==> src/sv/pirm_pkg.sv <==
// pirm_pkg: shared types and constants of the pacing interval and rate monitor
`timescale 1ns / 1ps
package pirm_pkg;

   localparam int unsigned RATE_NUMERATOR = 60000;

   // configuration register indexes
   localparam logic [2:0] CSR_LRI  = 3'd0;
   localparam logic [2:0] CSR_HRI  = 3'd1;
   localparam logic [2:0] CSR_VRP  = 3'd2;
   localparam logic [2:0] CSR_TOL  = 3'd3;
   localparam logic [2:0] CSR_URL  = 3'd4;
   localparam logic [2:0] CSR_PCT  = 3'd5;
   localparam logic [2:0] CSR_WIN  = 3'd6;

   // event kinds and modes
   localparam logic [1:0] KIND_SENSE = 2'd0;
   localparam logic [1:0] KIND_PACE  = 2'd1;
   localparam logic       MODE_EVENT = 1'b0;
   localparam logic       MODE_REQ   = 1'b1;

   typedef struct packed {
      logic [11:0] lower_rate_interval;
      logic [11:0] hysteresis_interval;
      logic [9:0]  refractory_interval;
      logic [5:0]  slack_ms;
      logic [7:0]  upper_rate_bpm;
      logic [6:0]  pace_ratio_percent;
      logic [17:0] window_length_ms;
   } cfg_type;

   typedef struct packed {
      logic        mode;
      logic [1:0]  event_kind;
      logic [15:0] interval_ms;
      logic [31:0] timestamp_ms;
   } req_type;

   typedef struct packed {
      logic        result_kind;
      logic        lower_rate_violation;
      logic        hysteresis_violation;
      logic        refractory_violation;
      logic        deadlock_violation;
      logic        hysteresis_active;
      logic        window_has_events;
      logic [7:0]  pace_count;
      logic [7:0]  sense_count;
      logic [15:0] average_bpm;
      logic        pacing_alarm;
      logic        rate_alarm;
   } rsp_type;

   // controller to datapath commands
   typedef struct packed {
      logic start_event;  // check event and store it in the ring
      logic start_walk;   // begin window walk
      logic read_entry;   // issue memory read at walk pointer
      logic take_entry;   // fold read entry, may start divide
      logic div_step;     // one restoring divide step
      logic add_quot;     // accumulate quotient
      logic start_avg;    // begin final average division
      logic finish;       // form result
   } cmd_type;

   typedef struct packed {
      logic walk_done;    // no entries left
      logic need_div;     // taken entry has nonzero gap
      logic div_done;     // divider finished
   } sts_type;

endpackage

==> src/sv/pirm_control.sv <==
// pirm_control: sequencer for event checks and window analysis
`timescale 1ns / 1ps
module pirm_control (
   input  logic              clock,
   input  logic              reset,
   input  logic              req_valid,
   input  logic              req_mode,
   output logic              req_ready,
   output logic              rsp_valid,
   input  logic              rsp_ready,
   input  pirm_pkg::sts_type sts,
   output pirm_pkg::cmd_type cmd
);
   import pirm_pkg::*;

   typedef enum logic [9:0] {
      ST_IDLE  = 10'b0000000001,
      ST_EVENT = 10'b0000000010,
      ST_READ  = 10'b0000000100,
      ST_WAIT  = 10'b0000001000,
      ST_TAKE  = 10'b0000010000,
      ST_DIV   = 10'b0000100000,
      ST_ADD   = 10'b0001000000,
      ST_AVG   = 10'b0010000000,
      ST_FIN   = 10'b0100000000,
      ST_OUT   = 10'b1000000000
   } state_type;

   state_type state_ff, state_in;
   logic      avg_ff, avg_in;

   assign req_ready = (state_ff == ST_IDLE);
   assign rsp_valid = (state_ff == ST_OUT);

   // next state and commands
   always_comb begin
      state_in = state_ff;
      avg_in   = avg_ff;
      cmd      = '0;
      unique case (state_ff)
         ST_IDLE: begin
            if (req_valid) begin
               if (req_mode == MODE_EVENT) begin
                  cmd.start_event = 1'b1;
                  state_in = ST_OUT;
               end else begin
                  cmd.start_walk = 1'b1;
                  avg_in   = 1'b0;
                  state_in = ST_READ;
               end
            end
         end
         ST_EVENT: state_in = ST_OUT;
         ST_READ: begin
            if (sts.walk_done) begin
               cmd.start_avg = 1'b1;
               avg_in   = 1'b1;
               state_in = ST_DIV;
            end else begin
               cmd.read_entry = 1'b1;
               state_in = ST_WAIT;
            end
         end
         ST_WAIT: state_in = ST_TAKE;
         ST_TAKE: begin
            cmd.take_entry = 1'b1;
            state_in = ST_AVG;
         end
         ST_AVG: state_in = sts.need_div ? ST_DIV : ST_READ;
         ST_DIV: begin
            if (sts.div_done) state_in = avg_ff ? ST_FIN : ST_ADD;
            else cmd.div_step = 1'b1;
         end
         ST_ADD: begin
            cmd.add_quot = 1'b1;
            state_in = ST_READ;
         end
         ST_FIN: begin
            cmd.finish = 1'b1;
            state_in = ST_OUT;
         end
         ST_OUT: if (rsp_ready) state_in = ST_IDLE;
         default: state_in = ST_IDLE;
      endcase
   end

   always_ff @(posedge clock) begin
      if (reset) begin
         state_ff <= ST_IDLE;
         avg_ff   <= 1'b0;
      end else begin
         state_ff <= state_in;
         avg_ff   <= avg_in;
      end
   end

   assert property (@(posedge clock) disable iff (reset) $onehot(state_ff))
      else $error("state not one-hot");
   assert property (@(posedge clock) disable iff (reset) !(req_ready && rsp_valid))
      else $error("accepting while result pending");
   assert property (@(posedge clock) disable iff (reset)
      rsp_valid && !rsp_ready |=> rsp_valid)
      else $error("result dropped");
endmodule

==> config.mk <==
export PLATFORM = sky130hd
export DESIGN_NAME = pirm_control
export DESIGN_NICKNAME = d
export VERILOG_FILES = /design/src/sv/pirm_pkg.sv /design/src/sv/pirm_control.sv
export SDC_FILE = /design/constraint.sdc
export NUM_CORES = 1
export LEC_CHECK = 0
export BUFFER_PORTS_ARGS = -buffer_cell sky130_fd_sc_hd__buf_2
export CAP_MARGIN = 20
export CELL_PAD_IN_SITES_DETAIL_PLACEMENT = 2
export CELL_PAD_IN_SITES_GLOBAL_PLACEMENT = 2
export CORE_ASPECT_RATIO = 0.7
export CORE_MARGIN = 3
export CORE_UTILIZATION = 26
export DETAILED_ROUTE_END_ITERATION = 7
export GPL_ROUTABILITY_DRIVEN = 0
export PLACE_DENSITY = 0.85
export RECOVER_POWER = 100
export SYNTH_ARGS = -nofsm -noshare
export SYNTH_HDL_FRONTEND = slang
export SYNTH_SLANG_ARGS = --single-unit
==> constraint.sdc <==
create_clock -name clock -period 1.5 [get_ports clock]
set_input_delay 0.225 -clock clock [delete_from_list [all_inputs] [get_ports clock]]
set_output_delay 0.225 -clock clock [all_outputs]
set_load 0.005 [all_outputs]
==> out/summary.txt, run 1 <==
Worst Setup Path Type = flip-flop to primary output
P per Cell Area = 1010 nW/um^2
Syn avg cell area = 8.09 um^2
Most frequent cells after synthesis = 10 x dfxtp_1, 10 x nor2_1, 6 x a21oi_1, 6 x inv_1
Crit path time final = 1.77 ns
I/O pin total = 18
Hold WS = 0.208 ns
Clock Skew = 0.00368 ns
Combinational Power Share = 0.488
Top cell type's share of synthesized area = 0.288
Critical Path Start Type = flip-flop
Most Crowded Layer GR = met2
Overall Power = 1.36 mW
Leakage = 0.580 nW
Via count = 935
Largest net degree at the start of global routing = 9
Final nets = 143
Hold Crit Class = input pin to flip-flop
Worst-path fanout max = 5
Wire per inst = 26.1 um
CTS Buf Count = 3
Initial core utilization = 0.279
Setup crit end kind = primary output
Required @ worst endpoint = 1.27 ns
R2R depth = 6
RR Startpoint = state_ff[9]
I/O Buffers = 17
Number of max-cap violations = 0
Worst-Skew Late Latency = 0.25 ns
Share of post-route cells with drive strength above 1 = 0.731
Via density = 5.57
Setup WS post-layout = -0.269 ns
Die Y = 49.3 um
Final hold viol count = 0
CTS Buffer Depth = 2
Slew Limit Headroom = 0.741
Reg-to-reg setup timing slack = -0.21 ns
Synthesis Warnings = 0
HPWL after DPL = 2.32 mm
Area Growth Syn to Fin = 93.3%
Area of the core = 2500 um^2
Worst path arrival time = 1.54 ns
Worst slack at placement = -0.160 ns
Top FF cell, synth = dfxtp_1
CTS hold repair buffers = 0
HP Start = sts[2]
Chip Width = 67.8 um
EDFF count, synth = 0
Root Driver = clkbuf_8
Total grt overflow = 0
Seq/Total Area, Yosys = 0.288
Worst flop-to-flop path endpoint = state_ff[5]
WHS Path Cells = 2
Max IR drop VDD = 0.000487 V
1st-iter DRT viols = 24
Die area = 3340 um^2
Outcome = finished with violations
CTS tree = done
Final setup fails = 18
Biggest area consumer among synthesized cells = dfxtp_1
Final period util = 1.18
H-tree levels = 1
Post-Synthesis Cells = 86
Peak Freq = 0.565 GHz
Worst-path clk slew = 0.05 ns
Sw Pwr = 0.484 mW
CTS sink cnt = 10
First-pass GRT wire length = 5.98 mm
DRC viols = 0
M1 GR Usage = 0.289
Total wire length = 4.39 mm
Global router's overall resource usage = 0.257
Top post-synthesis cells by area = dfxtp_1 29%, nor2_1 5.4%, nor3b_1 5.4%
Vias in the first global route = 1014
Netlist cell types = 34
Hold EP = state_ff[3]
Sequential share of power = 0.247
FP Rows = 15
Worst slew pin tran = 0.386 ns
Ys async rst share = 0
Flops & latches, synth = 10
Grt met2 use = 0.446
Total internal power = 0.875 mW
Cell area after synthesis = 696 um^2
RSZ-0062 raised after global routing = yes
Failing checks = negative setup slack
Net Count, Synth = 94
# diodes = 0
Final ANT Viol Nets = 0
Initial antenna violation count = 0
Met3 Use GR = 0.0622
Slew Viols, Final = 0
DRT Pass-1 Iters = 4
Sw Share = 0.356
Clock network fraction of design power = 0.265
## cell families (layout without fill, tap and decap cells)
kind of cell,count (synthesis),count (layout),synth area share
xor gates and xnor gates,2,2,0.0252
and+or+nand+nor,45,45,0.419
AOI/OAI and AO/OA,17,17,0.171
buffers and inverters,12,60,0.0971
DFF,10,10,0.288
## power by group through the flow
stage	Clock (mW)	Combinational [mW]	Sequential [mW]
3_3_place_gp	0	0.342	0.326
6_report	0.360	0.663	0.336
5_1_grt	0.389	0.697	0.340
3_5_place_dp	0	0.369	0.330
2_1_floorplan	0	0.274	0.304
4_1_cts	0.352	0.476	0.335
## how the worst max path moves through the flow
stage                startpoint           to  slack (ns)  cells after the start
floorplan           state_ff[8]  state_ff[0]      -0.008                      5
CTS                 state_ff[7]       cmd[6]       -0.18                      5
finish              state_ff[9]       cmd[3]       -0.27                      3
global placement    state_ff[7]       cmd[6]       -0.08                      5
global route        state_ff[7]       cmd[3]       -0.32                      3
detailed placement  state_ff[7]  state_ff[0]       -0.16                      4
## layout make-up
cell class,instances,area [um^2]
Fill cell,261,1150
Tap cell,34,42.5
Multi-Input combinational cell,64,592
Clock buffer,4,55.1
Timing Repair Buffer,50,402
Inverter,6,22.5
Sequential cell,10,231
## metrics by stage
stage	cells	setup TNS [ns]	cell area [um^2]	utilization
CTS	159	-1.58	1170	0.470
global placement	147	-0.320	898	0.360
detailed placement	147	-1.34	898	0.360
floorplan	86	-0.00779	708	-
global route	168	-3.76	1350	0.539
finish	168	-2.78	1350	0.539
## repair_timing
action                     CTS  global route
setup buffers                8            11
pin swaps                   15             6
resized for setup           45            27
setup endpoints to repair   19            18
cloned                       0             0
## layer usage
layer / routed length, um / vias to the layer above
li1: - / 415
met1: 1830 / 477
met2: 2210 / 28
met3: 184 / 15
met4: 164 / 0
met5: 0 / -
## sequential cells by signal, indices dropped and copies added (netlist names)
| name | flops |
|---|---|
| state_ff | 9 |
| avg_ff | 1 |
## cell usage in the layout, fill, tap and decap left out, types with 2 or more instances in the layout
master    netlist  layout
buf_4           1      22
buf_6           2      15
buf_2           3      12
dfxtp_4         0       8
inv_1           6       6
nor2_2          0       4
and3_4          1       4
nor3b_1         5       4
a21oi_1         6       4
clkbuf_8        0       4
nor2_4          0       3
nand2_2         0       3
nor2_1         10       3
nor3_4          0       2
nor4b_4         0       2
nor3_1          5       2
or3_4           1       2
a21oi_2         0       2
xor2_1          2       2
o21ai_0         3       2
## worst max-delay path, cell delays in order, from the launching register on
cell and delay (ns):
dfxtp_4 0.37, nor4_4 0.38, and4b_2 0.38, buf_2 0.15
No activity file was read; power rests on OpenSTA's default activity.
==> run 2, diff against run 1 <==
CORE_UTILIZATION = 28   (was 26)
GPL_ROUTABILITY_DRIVEN = 1   (was 0)
PLACE_DENSITY = 0.87   (was 0.85)
REMOVE_ABC_BUFFERS = 1   (was default)
clock period = 1.7 ns   (was 1.5 ns; I/O delays follow)
==> run 2 against run 1 <==
Clock skew increased by 0.00070 ns; via count decreased by 6.3%; die area decreased by 6.4%; critical path type unchanged; hold slack improved by 0.045 ns; critical path depth increased by 1; setup slack improved by 0.066 ns; first-iteration DRC count increased by 67%; sequential share of layout area increased by 1.8 points; power decreased by 19%; the flow still finishes with violations (negative setup slack); non-clock buffer count decreased by 7; utilization decreased by 0.45 points.
==> out/summary.txt, run 2 (synthesized netlist as in run 1, its figures left out) <==
Clock Skew = 0.00437 ns (+0.000698 ns)
Crit path time final = 1.90 ns
DRT Pass-1 Iters = 4 (unchanged)
Worst-Skew Late Latency = 0.28 ns (+0.03 ns)
Slew Limit Headroom = 0.697 (-0.0439)
Final period util = 1.12
Register area = 229 um^2 (-1.1%)
Worst-path fanout max = 7 (+2)
Initial core utilization = 0.308 (+0.0292)
Global router's overall resource usage = 0.217 (-0.0400)
DRC viols = 0 (unchanged)
Top Family by Delay on Critical Path = simple AND/OR/NAND/NOR gates
Setup crit end kind = primary output
Critical Path Max Stage Delay = 0.42 ns (+0.04 ns)
Area of the core = 2260 um^2 (-9.5%)
CTS sink cnt = 10 (unchanged)
Overall Power = 1.11 mW (-19%)
Peak Freq = 0.526 GHz
Initial antenna violation count = 0 (unchanged)
Die area = 3130 um^2 (-6.4%)
Outcome = finished with violations
CP Buf/Inv Count = 1 (unchanged)
Setup WS post-layout = -0.203 ns (+0.0660 ns)
CTS Buf Count = 3 (unchanged)
Share of post-route cells with drive strength above 1 = 0.654 (-0.0778)
Max IR drop VDD = 0.000320 V (-34%)
Area Growth Syn to Fin = 73.6%
P per Cell Area = 915 nW/um^2 (-9.4%)
Hold WS = 0.253 ns (+0.0454 ns)
Worst path slowest cell = nor4_4
CTS tree = done
# diodes = 0 (unchanged)
Critical Path Start Type = flip-flop
H-tree levels = 1 (unchanged)
Biggest regs = state_ff: 9 flops, avg_ff: 1 flops
Cells along the critical path = nor4_4 > nand2_1 > nor3b_2 > buf_2
Final hold viol count = 0 (unchanged)
Most frequent cells in the layout = 21 x buf_4, 14 x buf_2, 8 x buf_6, 7 x nor2_1, 7 x dfxtp_4
Final setup fails = 11 (-7)
FP Rows = 14 (-1)
Most common cell after layout, fill and taps aside = buf_4
Worst path arrival time = 1.65 ns (+0.11 ns)
CTS Buffer Depth = 2 (unchanged)
Failing checks = negative setup slack
First-pass GRT wire length = 4.85 mm (-19%)
Final nets = 136 (-4.9%)
Final ANT Viol Nets = 0 (unchanged)
Number of max-cap violations = 0 (unchanged)
Via count = 876 (-6.3%)
Die Y = 47.7 um (-3.2%)
Worst slew pin tran = 0.453 ns (+0.0672 ns)
1st-iter DRT viols = 40 (+67%)
Root Driver = clkbuf_4
Largest net degree at the start of global routing = 10 (+1)
Required @ worst endpoint = 1.44 ns (+0.17 ns)
I/O Buffers = 17 (unchanged)
Total grt overflow = 0 (unchanged)
I/O pin total = 18 (unchanged)
Via density = 5.51 (-1.0%)
Total wire length = 3.78 mm (-14%)
Largest register by flop count = state_ff
GPL Wtd Cong = 0.816
Fillcell total = 224 (-14%)
Worst Setup Path Type = flip-flop to primary output
HPWL after DPL = 1.87 mm (-19%)
Largest register FFs = 9 (unchanged)
Multi-input gate area = 562 um^2 (-5.1%)
Worst-path clk slew = 0.08 ns (+0.03 ns)
Vias in the first global route = 881 (-13%)
Slew Viols, Final = 0 (unchanged)
Hold Crit Class = input pin to flip-flop
Wire per inst = 23.8 um (-9.0%)
Leakage = 0.515 nW (-11%)
RSZ-0062 raised after global routing = yes
Chip Width = 65.6 um (-3.3%)
run 2: through the flow:
stage	cell area (um^2)	setup TNS, ns	utilization	instances	worst slack (ns)
6_report	1210	-1.48	0.534	159	-0.203
5_1_grt	1210	-2.31	0.534	159	-0.288
4_1_cts	1000	-0.260	0.443	147	-0.0952
3_5_place_dp	798	0	0.353	132	0.0264
3_3_place_gp	798	-0.0438	0.353	132	-0.0438
2_1_floorplan	651	0	-	80	0.194
run 2: what timing repair did:
item	4_1_cts	5_1_grt
setup endpoints to repair	11	16
pin swaps	7	10
setup buffers	11	15
hold endpoints to repair	0	0
hold buffers	0	0
gates resized for setup	26	25
run 2: final timing paths:
| kind | startpoint | endpoint | slack, ns | cells after the start |
|---|---|---|---|---|
| worst min-delay path | sts[2] | state_ff[3] | 0.25 | 2 |
| worst min register to register | avg_ff | state_ff[6] | 0.46 | 1 |
| worst max-delay path | state_ff[9] | cmd[4] | -0.20 | 4 |
| worst max register to register | state_ff[6] | state_ff[0] | -0.15 | 7 |
run 2: area by class of cell:
| cell class | instances | share of cell area |
|---|---|---|
| Sequential cell | 10 | 0.190 |
| Tap cell | 32 | 0.0332 |
| Timing Repair Buffer | 43 | 0.263 |
| Inverter | 6 | 0.0187 |
| Multi-Input combinational cell | 64 | 0.465 |
| Clock buffer | 4 | 0.0301 |
run 2: metal layers:
| layer | up-vias | global-route usage | part of all wire |
|---|---|---|---|
| met4 | 0 | 0.0372 | 0.019 |
| met1 | 433 | 0.270 | 0.46 |
| met2 | 33 | 0.388 | 0.48 |
| met5 | - | 0 | 0 |
| met3 | 6 | 0.0634 | 0.046 |
| li1 | 404 | - | - |
run 2: where the power goes:
| group | total, mW | switching [mW] | internal [mW] |
|---|---|---|---|
| logic | 0.578 | 0.255 | 0.324 |
| clock network | 0.235 | 0.105 | 0.130 |
| registers | 0.292 | 0.0387 | 0.253 |
