### src/sv/pirm_pkg.sv
// pirm_pkg: shared types and constants of the pacing interval and rate monitor
`timescale 1ns / 1ps
package pirm_pkg;

   localparam int unsigned RATE_NUMERATOR = 60000;

   // configuration register indexes
   localparam logic [2:0] CSR_LRI  = 3'd0;
   localparam logic [2:0] CSR_HRI  = 3'd1;
   localparam logic [2:0] CSR_VRP  = 3'd2;
   localparam logic [2:0] CSR_TOL  = 3'd3;
   localparam logic [2:0] CSR_URL  = 3'd4;
   localparam logic [2:0] CSR_PCT  = 3'd5;
   localparam logic [2:0] CSR_WIN  = 3'd6;

   // event kinds and modes
   localparam logic [1:0] KIND_SENSE = 2'd0;
   localparam logic [1:0] KIND_PACE  = 2'd1;
   localparam logic       MODE_EVENT = 1'b0;
   localparam logic       MODE_REQ   = 1'b1;

   typedef struct packed {
      logic [11:0] lower_rate_interval;
      logic [11:0] hysteresis_interval;
      logic [9:0]  refractory_interval;
      logic [5:0]  slack_ms;
      logic [7:0]  upper_rate_bpm;
      logic [6:0]  pace_ratio_percent;
      logic [17:0] window_length_ms;
   } cfg_type;

   typedef struct packed {
      logic        mode;
      logic [1:0]  event_kind;
      logic [15:0] interval_ms;
      logic [31:0] timestamp_ms;
   } req_type;

   typedef struct packed {
      logic        result_kind;
      logic        lower_rate_violation;
      logic        hysteresis_violation;
      logic        refractory_violation;
      logic        deadlock_violation;
      logic        hysteresis_active;
      logic        window_has_events;
      logic [7:0]  pace_count;
      logic [7:0]  sense_count;
      logic [15:0] average_bpm;
      logic        pacing_alarm;
      logic        rate_alarm;
   } rsp_type;

   // controller to datapath commands
   typedef struct packed {
      logic start_event;  // check event and store it in the ring
      logic start_walk;   // begin window walk
      logic read_entry;   // issue memory read at walk pointer
      logic take_entry;   // fold read entry, may start divide
      logic div_step;     // one restoring divide step
      logic add_quot;     // accumulate quotient
      logic start_avg;    // begin final average division
      logic finish;       // form result
   } cmd_type;

   typedef struct packed {
      logic walk_done;    // no entries left
      logic need_div;     // taken entry has nonzero gap
      logic div_done;     // divider finished
   } sts_type;

endpackage

### src/sv/pirm_datapath.sv
// pirm_datapath: event ring, interval checks, window walk and serial divider
`timescale 1ns / 1ps
module pirm_datapath #(
   parameter int unsigned EVENT_DEPTH = 128
) (
   input  logic              clock,
   input  logic              reset,
   input  pirm_pkg::cfg_type cfg,
   input  pirm_pkg::req_type req,
   input  pirm_pkg::cmd_type cmd,
   output pirm_pkg::sts_type sts,
   output pirm_pkg::rsp_type rsp
);
   import pirm_pkg::*;

   localparam int unsigned AW = (EVENT_DEPTH > 1) ? $clog2(EVENT_DEPTH) : 1;
   localparam int unsigned CW = $clog2(EVENT_DEPTH + 1);
   localparam logic [AW-1:0] LAST_POS = AW'(EVENT_DEPTH - 1);
   localparam logic [CW-1:0] FULL_CNT = CW'(EVENT_DEPTH);
   // sum of up to EVENT_DEPTH rates, each at most 60000
   localparam int unsigned SW = $clog2(EVENT_DEPTH * RATE_NUMERATOR + 1);
   localparam int unsigned DW = (SW > 32) ? SW : 32;

   // event ring
   logic [33:0] mem [EVENT_DEPTH];
   logic [33:0] rd_ff;

   logic [AW-1:0] wpos_ff, wpos_in;
   logic [CW-1:0] cnt_ff, cnt_in;
   logic          hyst_ff, hyst_in;

   // walk state
   logic [AW-1:0] pos_ff, pos_in;
   logic [CW-1:0] left_ff, left_in;
   logic [CW-1:0] paces_ff, paces_in, senses_ff, senses_in, beats_ff, beats_in;
   logic [SW-1:0] total_ff, total_in;
   logic [31:0]   last_ff, last_in;
   logic          entered_ff, entered_in, need_ff, need_in;

   // serial divider
   logic [DW-1:0] num_ff, num_in;
   logic [DW-1:0] rem_ff, rem_in;
   logic [31:0]   den_ff, den_in;
   logic [$clog2(DW+1)-1:0] step_ff, step_in;

   rsp_type rsp_ff, rsp_in;

   logic [31:0] ts;
   logic [1:0]  kd;
   logic        inwin;
   logic [31:0] gap;
   logic [DW:0] trial;
   logic [18:0] tv, lri_lim, hri_lim;
   logic [10:0] vrp;
   logic [CW:0] tot_ps;
   logic [CW+7:0] lhs, rhs;
   logic [15:0] avg;

   always_comb begin
      ts    = rd_ff[31:0];
      kd    = rd_ff[33:32];
      inwin = (req.timestamp_ms - ts) <= {14'd0, cfg.window_length_ms};
      gap   = ts - last_ff;
      trial = {rem_ff, num_ff[DW-1]} - {{(DW-31){1'b0}}, den_ff};
      tv      = {3'd0, req.interval_ms};
      lri_lim = {7'd0, cfg.lower_rate_interval} + {13'd0, cfg.slack_ms};
      hri_lim = {7'd0, cfg.hysteresis_interval} + {13'd0, cfg.slack_ms};
      vrp     = {1'b0, cfg.refractory_interval} - {5'd0, cfg.slack_ms};
      tot_ps  = {1'b0, paces_ff} + {1'b0, senses_ff};
      lhs     = (CW+8)'(paces_ff) * (CW+8)'(100);
      rhs     = (CW+8)'(tot_ps) * (CW+8)'(cfg.pace_ratio_percent);
      avg     = (beats_ff != '0) ? num_ff[15:0] : 16'd0;
   end

   // next state
   always_comb begin
      wpos_in = wpos_ff; cnt_in = cnt_ff; hyst_in = hyst_ff;
      pos_in = pos_ff; left_in = left_ff; paces_in = paces_ff; senses_in = senses_ff;
      beats_in = beats_ff; total_in = total_ff; last_in = last_ff;
      entered_in = entered_ff; need_in = need_ff;
      num_in = num_ff; rem_in = rem_ff; den_in = den_ff; step_in = step_ff;
      rsp_in = rsp_ff;
      if (cmd.start_event) begin
         rsp_in = '0;
         rsp_in.lower_rate_violation = !hyst_ff && (tv > lri_lim);
         rsp_in.hysteresis_violation = hyst_ff && (tv > hri_lim);
         rsp_in.refractory_violation = !vrp[10] && ({3'd0, req.interval_ms} <= {8'd0, vrp});
         rsp_in.deadlock_violation   = tv > hri_lim;
         if (req.event_kind == KIND_SENSE) hyst_in = 1'b1;
         else if (req.event_kind == KIND_PACE) hyst_in = 1'b0;
         rsp_in.hysteresis_active = (req.event_kind == KIND_SENSE) ? 1'b1 :
                                    (req.event_kind == KIND_PACE) ? 1'b0 : hyst_ff;
         wpos_in = (wpos_ff == LAST_POS) ? '0 : wpos_ff + 1'b1;
         if (cnt_ff != FULL_CNT) cnt_in = cnt_ff + 1'b1;
      end
      if (cmd.start_walk) begin
         pos_in = (wpos_ff >= AW'(cnt_ff)) && (cnt_ff != FULL_CNT) ?
                  wpos_ff - AW'(cnt_ff) : AW'({1'b0, wpos_ff} + CW'(EVENT_DEPTH) - cnt_ff);
         left_in = cnt_ff;
         paces_in = '0; senses_in = '0; beats_in = '0; total_in = '0;
         entered_in = 1'b0; need_in = 1'b0;
      end
      if (cmd.read_entry) begin
         pos_in  = (pos_ff == LAST_POS) ? '0 : pos_ff + 1'b1;
         left_in = left_ff - 1'b1;
      end
      if (cmd.take_entry) begin
         need_in = 1'b0;
         if (inwin) begin
            if (kd == KIND_SENSE) senses_in = senses_ff + 1'b1;
            if (kd == KIND_PACE)  paces_in  = paces_ff + 1'b1;
            if (entered_ff && gap != '0) begin
               need_in = 1'b1;
               num_in  = DW'(RATE_NUMERATOR);
               rem_in  = '0;
               den_in  = gap;
               step_in = '0;
               beats_in = beats_ff + 1'b1;
            end
            entered_in = 1'b1;
            last_in = ts;
         end
      end
      if (cmd.start_avg) begin
         num_in  = DW'(total_ff);
         rem_in  = '0;
         den_in  = 32'(beats_ff);
         step_in = '0;
      end
      if (cmd.div_step) begin
         if (!trial[DW]) begin
            rem_in = trial[DW-1:0];
            num_in = {num_ff[DW-2:0], 1'b1};
         end else begin
            rem_in = {rem_ff[DW-2:0], num_ff[DW-1]};
            num_in = {num_ff[DW-2:0], 1'b0};
         end
         step_in = step_ff + 1'b1;
      end
      if (cmd.add_quot) total_in = total_ff + SW'(num_ff);
      if (cmd.finish) begin
         rsp_in = '0;
         rsp_in.result_kind = MODE_REQ;
         rsp_in.hysteresis_active = hyst_ff;
         if (entered_ff) begin
            rsp_in.window_has_events = 1'b1;
            rsp_in.pace_count  = (paces_ff > CW'(255)) ? 8'd255 : 8'(paces_ff);
            rsp_in.sense_count = (senses_ff > CW'(255)) ? 8'd255 : 8'(senses_ff);
            rsp_in.average_bpm = avg;
            rsp_in.rate_alarm  = (beats_ff != '0) && (avg > {8'd0, cfg.upper_rate_bpm});
            rsp_in.pacing_alarm = lhs > rhs;
         end
      end
   end

   // ring write and registered read, held until the entry is taken
   always_ff @(posedge clock) begin
      if (cmd.start_event) mem[wpos_ff] <= {req.event_kind, req.timestamp_ms};
      if (cmd.read_entry) rd_ff <= mem[pos_ff];
   end

   // control state
   always_ff @(posedge clock) begin
      if (reset) begin
         wpos_ff <= '0; cnt_ff <= '0; hyst_ff <= 1'b0;
      end else begin
         wpos_ff <= wpos_in; cnt_ff <= cnt_in; hyst_ff <= hyst_in;
      end
   end

   // walk and divider registers
   always_ff @(posedge clock) begin
      pos_ff <= pos_in; left_ff <= left_in; paces_ff <= paces_in; senses_ff <= senses_in;
      beats_ff <= beats_in; total_ff <= total_in; last_ff <= last_in;
      entered_ff <= entered_in; need_ff <= need_in;
      num_ff <= num_in; rem_ff <= rem_in; den_ff <= den_in; step_ff <= step_in;
      rsp_ff <= rsp_in;
   end

   assign sts.walk_done = (left_ff == '0);
   assign sts.need_div  = need_ff;
   assign sts.div_done  = (step_ff == ($clog2(DW+1))'(DW));
   assign rsp = rsp_ff;

   // a pace never leaves hysteresis set
   assert property (@(posedge clock) disable iff (reset)
      cmd.start_event && req.event_kind == KIND_PACE |=> !hyst_ff)
      else $error("hysteresis flag kept after pace");
   // stored count never exceeds ring depth
   assert property (@(posedge clock) disable iff (reset) cnt_ff <= FULL_CNT)
      else $error("stored count beyond depth");
   // divider stops at its width
   assert property (@(posedge clock) disable iff (reset)
      cmd.div_step |-> step_ff < ($clog2(DW+1))'(DW))
      else $error("divider stepped past end");
endmodule

### config.mk
export PLATFORM = sky130hd
export DESIGN_NAME = pirm_datapath
export DESIGN_NICKNAME = d
export VERILOG_FILES = /design/src/sv/pirm_pkg.sv /design/src/sv/pirm_datapath.sv
export SDC_FILE = /design/constraint.sdc
export NUM_CORES = 2
export LEC_CHECK = 0
export BUFFER_PORTS_ARGS = -buffer_cell sky130_fd_sc_hd__buf_4
export CELL_PAD_IN_SITES_DETAIL_PLACEMENT = 1
export CELL_PAD_IN_SITES_GLOBAL_PLACEMENT = 1
export CORE_ASPECT_RATIO = 2
export CORE_MARGIN = 5
export CORE_UTILIZATION = 40
export CTS_CLUSTER_DIAMETER = 200
export DETAILED_ROUTE_END_ITERATION = 10
export PLACE_DENSITY = 0.65
export RECOVER_POWER = 50
export SLEW_MARGIN = 20
export SYNTH_ARGS = -nofsm -noshare
export SYNTH_HDL_FRONTEND = slang
export SYNTH_MEMORY_MAX_BITS = 65536
export SYNTH_SLANG_ARGS = --single-unit
### constraint.sdc
create_clock -name clock -period 13.7 [get_ports clock]
set_clock_uncertainty 0.1 [all_clocks]
set_input_delay 2.055 -clock clock [delete_from_list [all_inputs] [get_ports clock]]
set_output_delay 2.055 -clock clock [all_outputs]
set_load 0.05 [all_outputs]
==> metrics.md <==
| Metric | Value |
|---|---|
| Status | finished, violations left |
| Violated checks | max-capacitance violations, max-slew violations |
| Syn Area/Cell | ~21 um2 |
| Resized cells post-CTS | 0 |
| Hold_buf cts | 0 |
| Detailed Route WL | between 500000 and 600000 um |
| Count of cell types in the netlist | 97 |
| Share of the synthesized area in the top cell type | between 70% and 80% |
| WHS Path Cells | 1 |
| Type of destination of the critical path | flip-flop |
| Final total negative setup slack | 0 ps |
| Met1 WL | between 150000 and 200000 um |
| TritonCTS clock tree | built |
| Max-slew violation count | between 4000 and 5000 |
| H-tree depth reported by CTS | 5 |
| Total of buffers placed on input and output ports | 176 |
| Number of core rows | between 300 and 400 |
| Global-route usage over all layers | 22.4% |
| Wire length on met2 | roughly 310000 um |
| Start of the worst register-to-register path | paces_ff[0] |
| Global-route wire length before repair | around 800000 um |
| CTS max path bufs | 4 |
| Data arrival time of the critical path | 10840 ps |
| Primary FF master, synth | sky130_fd_sc_hd__edfxtp_1 |
| Share of synthesized area occupied by flip-flops and latches | between 70% and 80% |
| Highest net fanout along the worst path | 66 |
| Total count of hold-check failures in the final report | 0 |
| Timing-limited maximum frequency | roughly 96 MHz |
| Iteration count of the initial detailed-routing pass | 5 |
| Worst setup path startpoint | req[3] |
| Critical path class | in -> reg |
| DR iter-0 viols | approximately 9000 |
| Worst-Skew Late Latency | slightly below 1000 ps |
| Core region area | between 400000 and 500000 um2 |
| Number of sinks on the clock net | about 4600 |
| EDFF count, synth | roughly 4600 |
| Met3 Wirelength | approximately 28000 um |
| Routed Antenna Nets | 0 |
| Netlist area before placement | between 150000 and 200000 um2 |
| Die Span X | roughly 500 um |
| Number of antenna violations at the first check in global routing | 42 |
| Area growth from synthesis to final layout | 12.2% |
| Via count of the first global-routing pass | 101677 |
| Tightest slew margin relative to the limit | -207% |
| Routed wirelength normalized by instance count | between 30 and 40 um |
| DP HPWL | about 360000 um |
| Max Used Layer | met5 |
| Slew at the pin closest to its max-slew limit | 4600 ps |
| Clock period minus final worst setup slack | 10380 ps |
| Fin nets | roughly 10000 |
| Count of yosys warnings during synthesis | 0 |
| Hold/Removal Path Class | reg -> reg |
| Maximum number of pins on one net before global-route repair | 136 |
| Number of buffers inserted during clock tree synthesis | 384 |
| Dominant cell type by area after synthesis | sky130_fd_sc_hd__edfxtp_1 |
| Tightest hold margin | 363 ps |
| Residual overflow from global routing | 0 |
| Proportion of register bits with asynchronous set or reset after synthesis | 0% |
| Power per cell area | between 150 and 200 nW/um2 |
| Register bit count reported by yosys | 4641 |
| RSZ-0062 raised after global routing | no |
| Final Setup Violations | 0 |
| Startpoint of the most critical hold path | rsp[40] |
| Number of cell instances on the worst register-to-register path | 27 |
| Total leakage power | 0.0672 uW |
| Number of vias per cell after detailed routing | 5.83 |
| Nets in the synthesized netlist | roughly 9400 |
| Die span in y | 984 um |
| Cell at the root of the clock tree | sky130_fd_sc_hd__clkbuf_16 |
| Layout filler cell count | approximately 43000 |
| Number of maximum-capacitance violations | 90 |
| Final design instance area without fill | approximately 210000 um2 |
| Layout cells sized above 1 | between 20 and 30% |
| Effective utilization at floorplan | 40.1% |
| VDD IR max | 134 uV |
| Synthesized instance count | 8968 |
| Post-CTS repair timing setup buffer count | 0 |
| CP startpoint kind | input pin |
| Clock-pin slew on the worst setup and hold paths | around 60 ps |
| I/O pin cnt | 178 |
| Area contributors post-synth | sky130_fd_sc_hd__edfxtp_1 72%, sky130_fd_sc_hd__mux4_2 17%, sky130_fd_sc_hd__ha_1 2.0%, sky130_fd_sc_hd__dfxtp_1 0.74%, sky130_fd_sc_hd__nor2_1 0.67% |
| CP Data Required Time | roughly 14000 ps |
| Number of vias after detailed routing | ~94000 |
| Final clock period utilization by the worst path | 75.7% |
| Area of placed instances | between 200000 and 250000 um2 |
| Die area | 489000 um2 |
| DRC violations left | 0 |
| Routability congestion estimate from global placement | 0.888 |
-- path summary, 6_finish.rpt --
check / end / slack (ps)
setup / recovery: num_ff[21] / 3320
hold / removal: rsp[40] / 360
setup reg to reg: rsp[1] / 5650
hold reg to reg: rsp[40] / 360
-- stage by stage --
step	util, %	total power, uW	std cells	worst slack (ps)
detailed placement	42.4	22900	15296	4100
global placement	42.4	22800	15296	3970
floorplan	-	20500	8968	5660
finish	45.0	33800	16037	3320
global route	45.0	35100	16020	2740
CTS	45.1	34100	16002	5090
-- worst max-delay path: stages --
cell	delay [ps]
sky130_fd_sc_hd__clkbuf_1	2200
sky130_fd_sc_hd__ha_1	500
sky130_fd_sc_hd__o21ai_0	110
sky130_fd_sc_hd__a21oi_1	330
sky130_fd_sc_hd__o21ai_0	300
sky130_fd_sc_hd__a31oi_1	660
sky130_fd_sc_hd__a21boi_0	280
sky130_fd_sc_hd__o21ai_0	250
sky130_fd_sc_hd__xor2_1	200
sky130_fd_sc_hd__ha_1	270
sky130_fd_sc_hd__a21oi_1	330
sky130_fd_sc_hd__o211ai_1	130
sky130_fd_sc_hd__a2111oi_0	390
sky130_fd_sc_hd__nand2_1	100
sky130_fd_sc_hd__nor4_1	220
sky130_fd_sc_hd__o31a_1	190
sky130_fd_sc_hd__nor4b_1	580
sky130_fd_sc_hd__nand4_2	130
sky130_fd_sc_hd__buf_4	290
sky130_fd_sc_hd__nor2_2	150
sky130_fd_sc_hd__or3_4	210
sky130_fd_sc_hd__buf_4	720
-- synth_stat cells, types with 45 or more instances --
cell                       count
sky130_fd_sc_hd__and2_1       76
sky130_fd_sc_hd__nand2_1     161
sky130_fd_sc_hd__fa_1         46
sky130_fd_sc_hd__edfxtp_1   4571
sky130_fd_sc_hd__buf_1       100
sky130_fd_sc_hd__nand3_1      91
sky130_fd_sc_hd__and3_1       45
sky130_fd_sc_hd__inv_1       269
sky130_fd_sc_hd__mux4_2     1426
sky130_fd_sc_hd__ha_1        297
sky130_fd_sc_hd__xnor2_1      93
sky130_fd_sc_hd__nand2b_1     50
sky130_fd_sc_hd__o21ai_0     126
sky130_fd_sc_hd__a21o_1       74
sky130_fd_sc_hd__a21oi_1     164
sky130_fd_sc_hd__xor2_1       73
sky130_fd_sc_hd__clkbuf_1    283
sky130_fd_sc_hd__nor2b_1      52
sky130_fd_sc_hd__dfxtp_1      70
sky130_fd_sc_hd__nor2_1      337
-- state kept, by name (all words and copies together), names as in the netlist --
register	flops
hyst_ff	1
paces_ff	8
mem	4352
rd_ff	34
entered_ff	1
den_ff	32
step_ff	6
rsp	41
rem_ff	32
cnt_ff	8
beats_ff	8
wpos_ff	7
left_ff	8
senses_ff	8
num_ff	32
pos_ff	7
need_ff	1
last_ff	32
total_ff	23
-- cells by family after synthesis --
logic type                 Yosys count  share of synthesized area, %
and+or+nand+nor                    996                          2.62
muxes                             1502                          17.4
AOI/OAI and AO/OA                  649                          2.30
adders and majority gates          343                          2.45
xor gates and xnor gates           166                         0.767
buffers and inverters              671                          1.35
DFF                               4641                          73.1
-- cell type report --
class	count	area, um2	area share, %
clock inverters	248	2720	1.28
clock buffers	458	9950	4.68
multi-input cells	3656	49200	23.1
repair buffers	447	3180	1.50
well taps	6282	7860	3.70
flip-flops and latches	4641	139000	65.2
diodes	35	87.6	0.0412
inverters	270	1010	0.477
-- cells in the final DEF (no fill, tap or decap), types with 35 or more instances in the layout --
master                      count
sky130_fd_sc_hd__nor3_1        37
sky130_fd_sc_hd__clkinv_2      63
sky130_fd_sc_hd__a21oi_1      164
sky130_fd_sc_hd__xnor2_1       93
sky130_fd_sc_hd__buf_4        330
sky130_fd_sc_hd__nor2_4       104
sky130_fd_sc_hd__dfxtp_1       70
sky130_fd_sc_hd__ha_1         297
sky130_fd_sc_hd__clkinv_1      86
sky130_fd_sc_hd__nand2b_1      50
sky130_fd_sc_hd__nand3_1       90
sky130_fd_sc_hd__bufinv_16     45
sky130_fd_sc_hd__nand2_1      160
sky130_fd_sc_hd__and2_1        60
sky130_fd_sc_hd__a21o_1        74
sky130_fd_sc_hd__nor2_1       234
sky130_fd_sc_hd__mux2_2        42
sky130_fd_sc_hd__nor2b_1       52
sky130_fd_sc_hd__clkbuf_1     171
sky130_fd_sc_hd__mux4_2      1426
sky130_fd_sc_hd__o21ai_0      126
sky130_fd_sc_hd__edfxtp_1    4571
sky130_fd_sc_hd__xor2_1        73
sky130_fd_sc_hd__inv_1        269
sky130_fd_sc_hd__clkbuf_16    387
sky130_fd_sc_hd__fa_1          46
sky130_fd_sc_hd__diode_2       35
sky130_fd_sc_hd__nand4_1       36
sky130_fd_sc_hd__and3_1        45
sky130_fd_sc_hd__o21a_1        42
-- power breakdown --
group	internal [uW]	switching (uW)	total, uW
clock network	6090	5210	11300
logic	2740	3760	6490
registers	15900	190	16100
-- layer usage --
| metal | GRT usage, % | up-vias |
|---|---|---|
| li1 | - | 38215 |
| met1 | 24.5 | 51212 |
| met2 | 43.0 | 3191 |
| met3 | 2.26 | 942 |
| met4 | 10.3 | 6 |
| met5 | 0 | - |
Power figures use the tool's default switching activity.
